==> src/rtl/masked_event_match_table_defines.svh <==
// Assertion macros for the masked event match table.
// Included by modules that carry concurrent checks; expects clk and rst_n in scope.
`ifndef MASKED_EVENT_MATCH_TABLE_DEFINES_SVH
`define MASKED_EVENT_MATCH_TABLE_DEFINES_SVH
`ifndef NO_ASSERTIONS
`define MMT_ASSERT(lbl, prop, msg) \
    lbl: assert property (@(posedge clk) disable iff (!rst_n) prop) else $error(msg);
`define MMT_NEVER(lbl, expr, msg) \
    lbl: assert property (@(posedge clk) disable iff (!rst_n) !(expr)) else $error(msg);
`else
`define MMT_ASSERT(lbl, prop, msg)
`define MMT_NEVER(lbl, expr, msg)
`endif
`endif

==> src/rtl/mmt_ram.sv <==
// Generic simple dual-port RAM: one write port, one read port, registered read.
// No dependencies.
`default_nettype none
module mmt_ram #(
    parameter int WIDTH = 8,
    parameter int DEPTH = 16,
    localparam int AW = (DEPTH > 1) ? $clog2(DEPTH) : 1
) (
    input  wire logic             clk,
    input  wire logic             we,
    input  wire logic [AW-1:0]    wr_addr,
    input  wire logic [WIDTH-1:0] wr_data,
    input  wire logic [AW-1:0]    rd_addr,
    output logic      [WIDTH-1:0] rd_data
);

    logic [WIDTH-1:0] mem [DEPTH];

    always_ff @(posedge clk)
    begin
        if (we)
        begin
            mem[wr_addr] <= wr_data;
        end
        rd_data <= mem[rd_addr];
    end

endmodule
`default_nettype wire

==> config.mk <==
export PLATFORM = sky130hd
export DESIGN_NAME = mmt_ram
export DESIGN_NICKNAME = d
export VERILOG_FILES = /design/src/rtl/masked_event_match_table_defines.svh /design/src/rtl/mmt_ram.sv
export SDC_FILE = /design/constraint.sdc
export NUM_CORES = 1
export LEC_CHECK = 0
export BUFFER_PORTS_ARGS = -buffer_cell sky130_fd_sc_hd__clkbuf_2
export CAP_MARGIN = 20
export CORE_AREA = 10 10 125 127
export CTS_CLUSTER_DIAMETER = 150
export DETAILED_ROUTE_END_ITERATION = 6
export DIE_AREA = 0 0 135 137
export HOLD_SLACK_MARGIN = 0.08
export MAX_ROUTING_LAYER = met4
export PLACE_DENSITY = 0.67
export SYNTH_ARGS = -nofsm -noshare
export SYNTH_HDL_FRONTEND = slang
export SYNTH_SLANG_ARGS = --single-unit
==> constraint.sdc <==
create_clock -name clk -period 1.85 [get_ports clk]
set_clock_uncertainty 0.1 [all_clocks]
set_input_delay 0.2775 -clock clk [delete_from_list [all_inputs] [get_ports clk]]
set_output_delay 0.2775 -clock clk [all_outputs]
set_load 0.01 [all_outputs]
==> results.yml <==
drt:
  viasPerCell: 5.19
  first_pass_iters: 4
  first_iter_violations: 289
  drc: 0
  drt_wl_total_mm: 10.5
  ant_nets: 0
  routedWlPerCell_um: 22.3
  vias: 2457
clock_network:
  numCtsBuffers: 17
  ctsResizeCount: 0
  postCtsSetupBuffers: 0
  clockBufferDepth: 2
  path_clk_slew_ns: 0.06
  clk_latency_ns: 0.40
  cts_tree: "yes"
  htree_levels: 4
  cts-hold-fix-buffers: 0
  cts_sinks: 136
  cts_root_buffer: "clkbuf_16"
sta:
  rsz0062_at_grt: "false"
  period_needed_ns: 1.42
  hold_viol: 0
  drv_slew: 0
  relSlewSlack_pct: 67.8
  holdWs_ns: 0.171
  fin_ws_ns: 0.431
  setup_viol: 0
  setup_tns_ns: 0
  fmax_mhz: 705
  period_share_pct: 76.7
  worst_slew_pin_slew_ns: 0.483
worst_setup_path:
  critPathCaptureType: "register"
  crit_type: "reg2reg"
  path_max_fanout: 1
  crit_path_start_kind: "register"
  cp.required_ns: 2.04
  cp.arrival_ns: 1.61
synth:
  synth_mux_area_share_pct: 15.0
  synthMostInstantiatedCell: "edfxtp_1"
  avgSynthCellArea_um2: 22.5
  yosys.area_share.xor_xnor_pct: 0
  syn-cell-area_um2: 5150
  ys_async_sr_fraction_pct: 0
  synthAdderAreaFrac_pct: 0
  ys.warnings.count: 0
  seq_area_frac_synth_pct: 77.8
  ys_seq_elements: 136
  synth_top_area_share_pct: 74.7
  synth_cells: 229
  synth_area_leaders: "edfxtp_1 75%, mux4_2 7.9%, mux4_1 7.1%, dfxtp_1 3.1%, a22oi_1 2.3%"
  synth_top_family_by_area: "multiplexers"
  synth_edf_count: 128
  syn_nets: 247
  synth_flop_cell: "edfxtp_1"
  synth_compound_area_share_pct: 2.33
  synth-simple-area-share_pct: 3.18
  synth_cell_types: 19
  yosysTopAreaCell: "edfxtp_1"
  synth_common_cells: "128 x edfxtp_1, 18 x mux4_2, 16 x a22oi_1, 14 x mux4_1, 13 x nor2_1"
die:
  die_area_um2: 18500
  die_x_um: 135
  die_height_um: 137
  io_pins: 26
  core_region_area_um2: 13100
  start_util_pct: 39.3
  row_count: 42
placement:
  io_buffers: 25
  place_hpwl_mm: 6.51
  place_ws_ns: 0.0337
  routabilityCongestion: 0.726
power:
  irDropWorstVdd_uv: 706
  powerDensity_nw_per_um2: 1120
  power_leakage_nw: 2.10
layout:
  final_util_pct: 47.2
  num-fill-cells: 1056
  antenna_cells: 0
  layout.nets: 302
  area_delta_synth_final_pct: 19.9
  drive_gt1_share_pct: 32.7
min_path:
  min_path_type: "in2reg"
grt:
  grt_pass1_vias: 2560
  grt_pass1_wl_mm: 15.9
  grt_max_degree: 33
  grt-ovfl-total: 0
  track_usage_pct: 12.5
  antenna_found_initial: 0
flow_run:
  cap_violations: 0
status:
  outcome: "completed"
## area by class of cell
class | count | area, um^2 | share of cell area (%)
clock buffer | 17 | 425 | 6.89
clock inverter | 15 | 139 | 2.25
multi-input combinational | 83 | 1060 | 17.2
sequential | 136 | 4000 | 64.9
tap | 176 | 220 | 3.57
timing repair buffer | 46 | 320 | 5.19
## path summary, 6_finish.rpt
check | from | end | slack [ns] | depth (start not counted)
worst max-delay path | mem[7][3] | rd_data[3] | 0.43 | 3
worst min-delay path | wr_data[0] | mem[2][0] | 0.17 | 1
worst max register to register | mem[7][3] | rd_data[3] | 0.43 | 3
worst min register to register | mem[15][5] | rd_data[5] | 0.57 | 3
## sequential cells by signal (all words and copies together), names as in the netlist
| signal | count |
|---|---|
| mem | 128 |
| rd_data | 8 |
## per-stage QoR
| stage | power [mW] | instance area (um^2) | instances |
|---|---|---|---|
| floorplan | 3.71 | 5150 | 229 |
| global placement | 3.86 | 5610 | 441 |
| detailed placement | 3.87 | 5610 | 441 |
| CTS | 7.00 | 6170 | 473 |
| global route | 7.20 | 6170 | 473 |
| finish | 6.94 | 6170 | 473 |
## placed cells by master, fill, tap and decap left out
| cell | count |
|---|---|
| dfxtp_1 | 8 |
| clkinv_4 | 4 |
| nand3b_1 | 2 |
| a22oi_1 | 16 |
| edfxtp_1 | 128 |
| buf_12 | 3 |
| mux4_2 | 18 |
| clkinv_2 | 2 |
| and2b_1 | 1 |
| nor3_1 | 3 |
| bufinv_16 | 1 |
| nor2_1 | 13 |
| inv_6 | 6 |
| nand2_1 | 9 |
| clkinv_1 | 1 |
| nand2b_1 | 2 |
| nor3_2 | 1 |
| and2_1 | 1 |
| nor2b_1 | 1 |
| nand3_1 | 1 |
| clkbuf_2 | 25 |
| buf_4 | 18 |
| clkbuf_16 | 17 |
| clkinvlp_4 | 1 |
| mux4_1 | 14 |
| or3b_2 | 1 |
## power breakdown
part / leakage (nW) / switching, mW / internal (mW)
Clock: 0.277 / 1.27 / 1.87
Sequential: 1.22 / 0.0247 / 3.45
Combinational: 0.600 / 0.184 / 0.144
Total: 2.10 / 1.48 / 5.46
## metal layers
metal  routed length (um)  vias up  track usage, %
met5                    0        -               -
li1                     -     1088               -
met1                 4610     1277            16.0
met4                   90        0            3.29
met3                  777        8            4.29
met2                 5070       84            18.6
## kinds of logic after synthesis
family	after synthesis
AO/OA/AOI/OAI	16
flip-flops	136
multiplexers	32
buffers and inverters	10
AND/OR/NAND/NOR	35
## critical path: stages (launching register included)
cell	delay [ns]
edfxtp_1	0.41
mux4_1	0.52
a22oi_1	0.19
nand2_1	0.09
Power figures use the tool's default switching activity.
